**config.mk**
```make
export PLATFORM = sky130hd
export DESIGN_NAME = length_framed_byte_router
export DESIGN_NICKNAME = d
export VERILOG_FILES = /design/src/rtl/lfbr_pkg.sv /design/src/rtl/lfbr_ring.sv /design/src/rtl/lfbr_framer.sv /design/src/rtl/length_framed_byte_router.sv
export SDC_FILE = /design/constraint.sdc
export NUM_CORES = 1
export LEC_CHECK = 0
export BUFFER_PORTS_ARGS = -buffer_cell sky130_fd_sc_hd__buf_2
export CAP_MARGIN = 20
export CORE_ASPECT_RATIO = 1.4
export CORE_MARGIN = 5
export CORE_UTILIZATION = 32
export CTS_BUF_LIST = sky130_fd_sc_hd__clkbuf_2
export CTS_CLUSTER_DIAMETER = 50
export DETAILED_ROUTE_END_ITERATION = 16
export PLACE_DENSITY = 0.46
export SYNTH_ARGS = -nofsm -noshare
export SYNTH_HDL_FRONTEND = slang
export SYNTH_SLANG_ARGS = --single-unit
```
**constraint.sdc**
```tcl
create_clock -name clk -period 2.9 [get_ports clk]
set_input_delay 0.58 -clock clk [delete_from_list [all_inputs] [get_ports clk]]
set_output_delay 0.58 -clock clk [all_outputs]
set_load 0.1 [all_outputs]
```
**src/rtl/lfbr_pkg.sv**
```systemverilog
// ----------------------------------------------------------------------------
// lfbr_pkg
// Shared types and constants of the length framed byte router.
// ----------------------------------------------------------------------------
`default_nettype none

package lfbr_pkg;

	localparam int BYTE_W = 8;
	localparam int LEN_W  = 9;

	// framer phase codes
	localparam logic [1:0] PH_HDR1 = 2'd0;
	localparam logic [1:0] PH_HDR2 = 2'd1;
	localparam logic [1:0] PH_PAY  = 2'd2;

	localparam logic [BYTE_W-1:0] HEADER_PAIR = 8'd2;

	// destination port codes
	localparam logic DEST_BOARD  = 1'b0;
	localparam logic DEST_CAMERA = 1'b1;

	// framer to drain sequencer: frame complete, where to and how long
	typedef struct packed {
		logic             start;
		logic             dest;
		logic [LEN_W-1:0] len;
	} drain_req_t;

	// sequencer to ring: write one received word, read one word
	typedef struct packed {
		logic wr_en;
		logic rd_en;
	} ring_ctl_t;

endpackage

`default_nettype wire

```
**src/rtl/lfbr_ring.sv**
```systemverilog
// ----------------------------------------------------------------------------
// lfbr_ring
// Byte ring in a synchronous memory with read and write pointers; a write to
// a full ring drops the oldest word. Read data is registered.
// ----------------------------------------------------------------------------
`default_nettype none

module lfbr_ring #(
	parameter int RING_DEPTH = 32
) (
	input  wire logic                      clk,
	input  wire logic                      arst_n,
	input  wire lfbr_pkg::ring_ctl_t       ctl,
	input  wire logic [lfbr_pkg::BYTE_W-1:0] wr_data,
	output logic [lfbr_pkg::BYTE_W-1:0]    rd_data_s1,
	output logic                           one_left
);
	import lfbr_pkg::*;

	localparam int PTR_W = (RING_DEPTH > 1) ? $clog2(RING_DEPTH) : 1;

	logic [BYTE_W-1:0] mem [RING_DEPTH];
	logic [PTR_W-1:0]  rd_ptr_q;
	logic [PTR_W-1:0]  wr_ptr_q;
	logic [PTR_W-1:0]  rd_next;
	logic [PTR_W-1:0]  wr_next;

	function automatic logic [PTR_W-1:0] ptr_next(input logic [PTR_W-1:0] p);
		logic [PTR_W-1:0] r;
		if (p == PTR_W'(RING_DEPTH - 1)) begin
			r = '0;
		end else begin
			r = p + 1'b1;
		end
		return r;
	endfunction

	assign rd_next  = ptr_next(rd_ptr_q);
	assign wr_next  = ptr_next(wr_ptr_q);
	// the word at the read pointer is the only one held
	assign one_left = (rd_next == wr_ptr_q);

	// reads and writes never share a cycle: writes only while no drain runs
	always_ff @(posedge clk) begin
		if (ctl.wr_en) begin
			mem[wr_ptr_q] <= wr_data;
		end
		if (ctl.rd_en) begin
			rd_data_s1 <= mem[rd_ptr_q];
		end
	end

	always_ff @(posedge clk or negedge arst_n) begin
		if (!arst_n) begin
			rd_ptr_q <= '0;
			wr_ptr_q <= '0;
		end else begin
			if (ctl.wr_en) begin
				wr_ptr_q <= wr_next;
				// ring full: step past the oldest word
				if (wr_next == rd_ptr_q) begin
					rd_ptr_q <= rd_next;
				end
			end else if (ctl.rd_en) begin
				rd_ptr_q <= rd_next;
			end
		end
	end

endmodule

`default_nettype wire

```
**src/rtl/lfbr_framer.sv**
```systemverilog
// ----------------------------------------------------------------------------
// lfbr_framer
// Three-phase header parser: decides frame length and destination and flags
// the word that completes a frame.
// ----------------------------------------------------------------------------
`default_nettype none

module lfbr_framer (
	input  wire logic                        clk,
	input  wire logic                        arst_n,
	input  wire logic                        en,
	input  wire logic [lfbr_pkg::BYTE_W-1:0] rx_byte,
	output lfbr_pkg::drain_req_t             req
);
	import lfbr_pkg::*;

	logic [1:0]        phase_q, phase_d;
	logic [BYTE_W-1:0] bytes_left_q, bytes_left_d;
	logic [LEN_W-1:0]  frame_len_q, frame_len_d;
	logic [BYTE_W-1:0] bl_dec;

	assign bl_dec = bytes_left_q - 8'd1;

	always_comb begin
		phase_d      = phase_q;
		bytes_left_d = bytes_left_q;
		frame_len_d  = frame_len_q;
		req          = '0;
		if (en) begin
			if (bl_dec != '0) begin
				bytes_left_d = bl_dec;
			end else begin
				unique case (phase_q)
					PH_HDR2: begin
						if (rx_byte == '0) begin
							req          = '{start: 1'b1, dest: DEST_CAMERA, len: frame_len_q};
							phase_d      = PH_HDR1;
							bytes_left_d = HEADER_PAIR;
							frame_len_d  = LEN_W'(HEADER_PAIR);
						end else begin
							phase_d      = PH_PAY;
							bytes_left_d = rx_byte;
							frame_len_d  = frame_len_q + LEN_W'(rx_byte);
						end
					end
					PH_PAY: begin
						req          = '{start: 1'b1, dest: DEST_CAMERA, len: frame_len_q};
						phase_d      = PH_HDR1;
						bytes_left_d = HEADER_PAIR;
						frame_len_d  = LEN_W'(HEADER_PAIR);
					end
					default: begin
						// first header pair, and the unused code
						if (rx_byte == '0) begin
							phase_d      = PH_HDR2;
							bytes_left_d = HEADER_PAIR;
							frame_len_d  = frame_len_q + LEN_W'(HEADER_PAIR);
						end else begin
							req          = '{start: 1'b1, dest: DEST_BOARD, len: frame_len_q};
							phase_d      = PH_HDR1;
							bytes_left_d = HEADER_PAIR;
							frame_len_d  = LEN_W'(HEADER_PAIR);
						end
					end
				endcase
			end
		end
	end

	always_ff @(posedge clk or negedge arst_n) begin
		if (!arst_n) begin
			phase_q      <= PH_HDR1;
			bytes_left_q <= HEADER_PAIR;
			frame_len_q  <= LEN_W'(HEADER_PAIR);
		end else begin
			phase_q      <= phase_d;
			bytes_left_q <= bytes_left_d;
			frame_len_q  <= frame_len_d;
		end
	end

endmodule

`default_nettype wire

```
**src/rtl/length_framed_byte_router.sv**
```systemverilog
// ----------------------------------------------------------------------------
// length_framed_byte_router
// Stores received bytes in a ring and, at each frame end, forwards the ring
// contents to the board or camera port.
// ----------------------------------------------------------------------------
// Usage:
//   rx channel (rx_valid/rx_ready, rx_byte) takes one received byte per word.
//   tx channel (tx_valid/tx_ready) gives out_byte, destination, last_of_frame
//   and short_frame, one word per forwarded byte.
//   A byte that does not end a frame leaves rx_ready high.
//   A byte that ends a frame starts a drain of n = min(frame length, bytes in
//   the ring) words, n at most RING_DEPTH-1. The drain reads the ring memory
//   one word per cycle when tx is not stalled, and rx_ready is low while it
//   runs. The memory read register and the tx output register form a two-word
//   pipeline that every tx word passes through: a stalled tx holds its word
//   and pauses the drain, while rx is taken again as soon as the last read of
//   the drain is issued.
//   If the ring empties first, the last word carries short_frame.
//   Reset empties the ring and returns the framer to the first header pair;
//   ring contents are not cleared.
// ----------------------------------------------------------------------------
`default_nettype none

module length_framed_byte_router #(
	parameter int RING_DEPTH = 32
) (
	input  wire logic                        clk,
	input  wire logic                        arst_n,
	input  wire logic                        rx_valid,
	output logic                             rx_ready,
	input  wire logic [lfbr_pkg::BYTE_W-1:0] rx_byte,
	output logic                             tx_valid,
	input  wire logic                        tx_ready,
	output logic [lfbr_pkg::BYTE_W-1:0]      out_byte,
	output logic                             destination,
	output logic                             last_of_frame,
	output logic                             short_frame
);
	import lfbr_pkg::*;

	logic              rx_take;
	drain_req_t        req;
	ring_ctl_t         ring_ctl;
	logic [BYTE_W-1:0] rd_data_s1;
	logic              one_left;

	logic              draining_q;
	logic              dest_q;
	logic [LEN_W-1:0]  len_q;
	logic [LEN_W-1:0]  sent_q;
	logic [LEN_W-1:0]  sent_next;
	logic              issue;
	logic              last_iss;
	logic              short_iss;

	logic              valid_s1;
	logic              dest_s1;
	logic              last_s1;
	logic              short_s1;
	logic              move_out;

	logic              tx_valid_q;
	logic [BYTE_W-1:0] out_byte_q;
	logic              dest_out_q;
	logic              last_q;
	logic              short_q;

	assign rx_ready = !draining_q;
	assign rx_take  = rx_valid && rx_ready;

	lfbr_framer u_framer (
		.clk     (clk),
		.arst_n  (arst_n),
		.en      (rx_take),
		.rx_byte (rx_byte),
		.req     (req)
	);

	assign move_out  = valid_s1 && (!tx_valid_q || tx_ready);
	assign issue     = draining_q && (!valid_s1 || move_out);
	assign sent_next = sent_q + 1'b1;
	assign last_iss  = (sent_next == len_q) || one_left;
	assign short_iss = one_left && (sent_next != len_q);

	assign ring_ctl = '{wr_en: rx_take, rd_en: issue};

	lfbr_ring #(
		.RING_DEPTH (RING_DEPTH)
	) u_ring (
		.clk        (clk),
		.arst_n     (arst_n),
		.ctl        (ring_ctl),
		.wr_data    (rx_byte),
		.rd_data_s1 (rd_data_s1),
		.one_left   (one_left)
	);

	// drain sequencer
	always_ff @(posedge clk or negedge arst_n) begin
		if (!arst_n) begin
			draining_q <= 1'b0;
			sent_q     <= '0;
		end else if (rx_take && req.start) begin
			draining_q <= 1'b1;
			sent_q     <= '0;
		end else if (issue) begin
			sent_q <= sent_next;
			if (last_iss) begin
				draining_q <= 1'b0;
			end
		end
	end

	always_ff @(posedge clk) begin
		if (rx_take && req.start) begin
			dest_q <= req.dest;
			len_q  <= req.len;
		end
	end

	// read stage, alongside the memory read register
	always_ff @(posedge clk or negedge arst_n) begin
		if (!arst_n) begin
			valid_s1 <= 1'b0;
		end else if (issue) begin
			valid_s1 <= 1'b1;
		end else if (move_out) begin
			valid_s1 <= 1'b0;
		end
	end

	always_ff @(posedge clk) begin
		if (issue) begin
			dest_s1  <= dest_q;
			last_s1  <= last_iss;
			short_s1 <= short_iss;
		end
	end

	// output register
	always_ff @(posedge clk or negedge arst_n) begin
		if (!arst_n) begin
			tx_valid_q <= 1'b0;
		end else if (move_out) begin
			tx_valid_q <= 1'b1;
		end else if (tx_ready) begin
			tx_valid_q <= 1'b0;
		end
	end

	always_ff @(posedge clk) begin
		if (move_out) begin
			out_byte_q <= rd_data_s1;
			dest_out_q <= dest_s1;
			last_q     <= last_s1;
			short_q    <= short_s1;
		end
	end

	assign tx_valid      = tx_valid_q;
	assign out_byte      = out_byte_q;
	assign destination   = dest_out_q;
	assign last_of_frame = last_q;
	assign short_frame   = short_q;

endmodule

`default_nettype wire

```
==> flow_summary_export.csv <==
group,metric,value,unit
timing,tns,0,ps
power_and_ir_drop,swShare,34.41,%
synthesis,synth_area_per_cell,16.98,µm²
synthesis,synth_area_leaders,"edfxtp_1, mux4_2, dfrtp_1",
outcome,status,"completed",
placed_design,place_hpwl,21990,µm
routing,drtAntennaViolNets,0,
timing,fmax,0.3779,GHz
setup_path,cp_slowest_cell,"dfstp_2",
setup_path,worstPathArrival,3550,ps
setup_path,cp_top_family,"simple AND/OR/NAND/NOR gates",
setup_path,path_cells,"inv_1 -> ha_1 -> nor3b_1 -> buf_4 -> a21oi_1 -> o2111ai_2 -> buf_4 -> or4_1 -> nand2_1 -> a31o_2",
global_route,grt.total_usage,14.22,%
timing,drv_slew,0,
setup_path,crit_type,"reg -> reg",
floorplan,die-height,257.6,µm
synthesis,synth_area,14010,µm²
cts,cts_sinks,329,
synthesis,syn_nets,859,
floorplan,boundaryPins,25,
synthesis,yosys_warnings,0,
flow_run,drv_cap,0,
power_and_ir_drop,ir_worst_vdd,293.3,µV
routing,firstDrtPassIters,4,
synthesis,syn_inst,825,
cts,clk_pin_slew,110,ps
setup_path,path_max_fanout,21,
power_and_ir_drop,p_int,8.551,mW
timing,setup_violations,0,
setup_path,path_buf_inv,3,
synthesis,async_flop_share,12.46,%
setup_path,end_kind,"flip-flop",
synthesis,ys_ff_latch,329,
cts,cts_buffers,81,
placed_design,routabilityCongestion,0.7855,
power_and_ir_drop,p_clk_share,23.1,%
global_route,grt_pass1_wl,51380,µm
floorplan,die_width,186.8,µm
cells_and_area,nets,1004,
cts,cts_tree,"built",
cts,clock_latency,960,ps
timing,fin_crit,2646,ps
setup_path,crit_path_max_incr_delay,580,ps
setup_path,worstPathRequired,3800,ps
cts,cts_root_buffer,"clkbuf_2",
cts,post_cts_buffers,0,
power_and_ir_drop,p_leak,5.526,nW
power_and_ir_drop,seqPwrFrac,45.5,%
cells_and_area,drive_gt1_share,31.10,%
floorplan,core_area,43240,µm²
power_and_ir_drop,power-per-cell-area,814.5,nW/µm²
cts,cts.path.max_buffers,3,
synthesis,yosysTopAreaCellShare,61.73,%
power_and_ir_drop,p_sw,4.487,mW
min_path,hp-class,"in -> async",
power_and_ir_drop,power,13.04,mW
timing,rsz0062_at_grt,"no",
routing,wl,33780,µm
power_and_ir_drop,combPwrFrac,31.4,%
routing,routedWlPerCell,21.27,µm
synthesis,synth.distinct_cells,58,
global_route,grt-ovfl-total,0,
floorplan,floorplan.initialDensity,32.40,%
global_route,grt_pass1_vias,8461,
timing,fin_skew,75.97,ps
synthesis,synthTopCellsByCount,"edfxtp_1, mux4_2, nor2_1, nand2_1, dfrtp_1",
routing,routed-via-count,7689,
synthesis,ys_seq_area_share,69.07,%
global_route,antenna_found_initial,3,
cells_and_area,syn_to_final_growth,14.25,%
routing,routed_via_density,4.842,
floorplan,row_count,90,
synthesis,synth-edff-count,288,
timing,min_period_over_period,91.25,%
setup_path,start_kind,"flip-flop",
timing,slew-limit-headroom,57.79,%
routing,drc,0,
global_route,grt_max_degree,36,
synthesis,synth_ff_type,"edfxtp_1",
timing,tightest_slew,633.2,ps
synthesis,synth.most_common_cell,"edfxtp_1",
setup_path,reg2reg_from,"u_framer.bytes_left_q[1]$_DFFE_PN1P_",
cts,cts-htree-levels,3,
timing,hold_violations,0,
setup_path,setup.worst_path.start,"u_framer.bytes_left_q[1]$_DFFE_PN1P_",
routing,drt-initial-drc-count,407,
setup_path,path_common_cell,"buf_4",
synthesis,synth_area_leader_cell,"edfxtp_1",
placed_design,port_buffers,24,
floorplan,dieArea,48130,µm²
path summary, 6_finish.rpt:
path | endpoint | slack (ps) | depth (start not counted)
max reg2reg | u_framer.frame_len_q[7]$_DFFE_PN0P_ | 250 | 10
max in group asynchronous | u_framer.bytes_left_q[1]$_DFFE_PN1P_ | 2010 | 3
min | draining_q$_DFFE_PN0P_ | 180 | 2
max | u_framer.frame_len_q[7]$_DFFE_PN0P_ | 250 | 10
min in group clk | u_ring.wr_ptr_q[4]$_DFFE_PN0P_ | 190 | 5
min reg2reg | dest_s1$_DFFE_PP_ | 410 | 0
logic make-up (layout without fill, tap and decap cells):
family | Yosys count | count (layout) | share of synthesized area [%]
AOI/OAI and AO/OA | 90 | 90 | 3.956
xor gates and xnor gates | 31 | 31 | 1.938
adders and majority gates | 22 | 22 | 2.018
buffers and inverters | 46 | 253 | 1.447
DFF | 329 | 329 | 69.07
muxes | 95 | 95 | 14.05
other | 0 | 4 | 0
and+or+nand+nor | 212 | 212 | 7.528
state kept, by name, summed over array words and instances, names as in the netlist, 2 cells and up:
name,count
len_q,9
out_byte,8
sent_q,9
u_framer.bytes_left_q,8
u_framer.frame_len_q,9
u_framer.phase_q,2
u_ring.mem,256
u_ring.rd_data_s1,8
u_ring.rd_ptr_q,5
u_ring.wr_ptr_q,5
power groups by stage:
stage | sequential [mW] | clock, mW | combinational [mW]
2_1_floorplan | 6.16 | 0 | 2.63
3_3_place_gp | 6.04 | 0 | 4.23
3_5_place_dp | 6.05 | 0 | 4.23
4_1_cts | 5.95 | 3.19 | 4.25
5_1_grt | 5.99 | 3.45 | 4.42
6_report | 5.93 | 3.01 | 4.09
layout make-up:
cell class	instances	area [µm²]
clock inverters	37	186.4
well taps	552	690.7
flip-flops and latches	329	9683
fillers	4187	27230
diodes	4	10.01
inverters	12	45.04
multi-input cells	450	4131
clock buffers	108	540.5
repair buffers	96	720.7
per-layer routing:
layer	vias up	global-route usage, %	part of all wire [%]
met5	-	0	0
met4	0	5.035	1.9
met3	49	2.702	3.5
met2	124	28.01	58
met1	3922	14.96	36
li1	3594	-	-
layout by cell type (no fill, tap or decap), types with 5 or more instances in the layout:
| cell | instances |
|---|---|
| xor2_1 | 13 |
| nor4_1 | 6 |
| nand3_1 | 12 |
| nand2_1 | 44 |
| ha_1 | 21 |
| nand2b_1 | 5 |
| buf_2 | 24 |
| inv_1 | 11 |
| or3_1 | 6 |
| clkbuf_2 | 108 |
| mux2_2 | 13 |
| nor2_1 | 75 |
| and2_1 | 12 |
| mux4_2 | 80 |
| clkinv_2 | 10 |
| or4_1 | 6 |
| buf_4 | 64 |
| a21oi_1 | 18 |
| o21ai_0 | 38 |
| nor2b_1 | 9 |
| nor3b_1 | 5 |
| edfxtp_1 | 288 |
| xnor2_1 | 18 |
| clkinv_1 | 23 |
| nor3_1 | 7 |
| and3_1 | 10 |
| dfrtp_1 | 36 |
what timing repair did:
| action | 4_1_cts | 5_1_grt |
|---|---|---|
| resized for setup | 0 | 0 |
| setup endpoints to repair | 0 | 0 |
| hold buffers | 4 | 0 |
| endpoints found under the hold margin | 33 | 0 |
metrics by stage:
stage	setup WS [ps]	instances	hold slack, ps	cell area, µm²	util (%)
final	253.9	1588	177.7	16010	37.02
after CTS	220.0	1584	47.98	16000	37.00
after detailed placement	219.1	1435	415.9	15230	35.22
after global placement	178.7	1435	402.1	15230	35.22
after global routing	85.33	1587	89.71	16010	37.01
after floorplan	229.6	825	284.4	14010	-
Note: power is estimated with default switching activity, not from simulation.
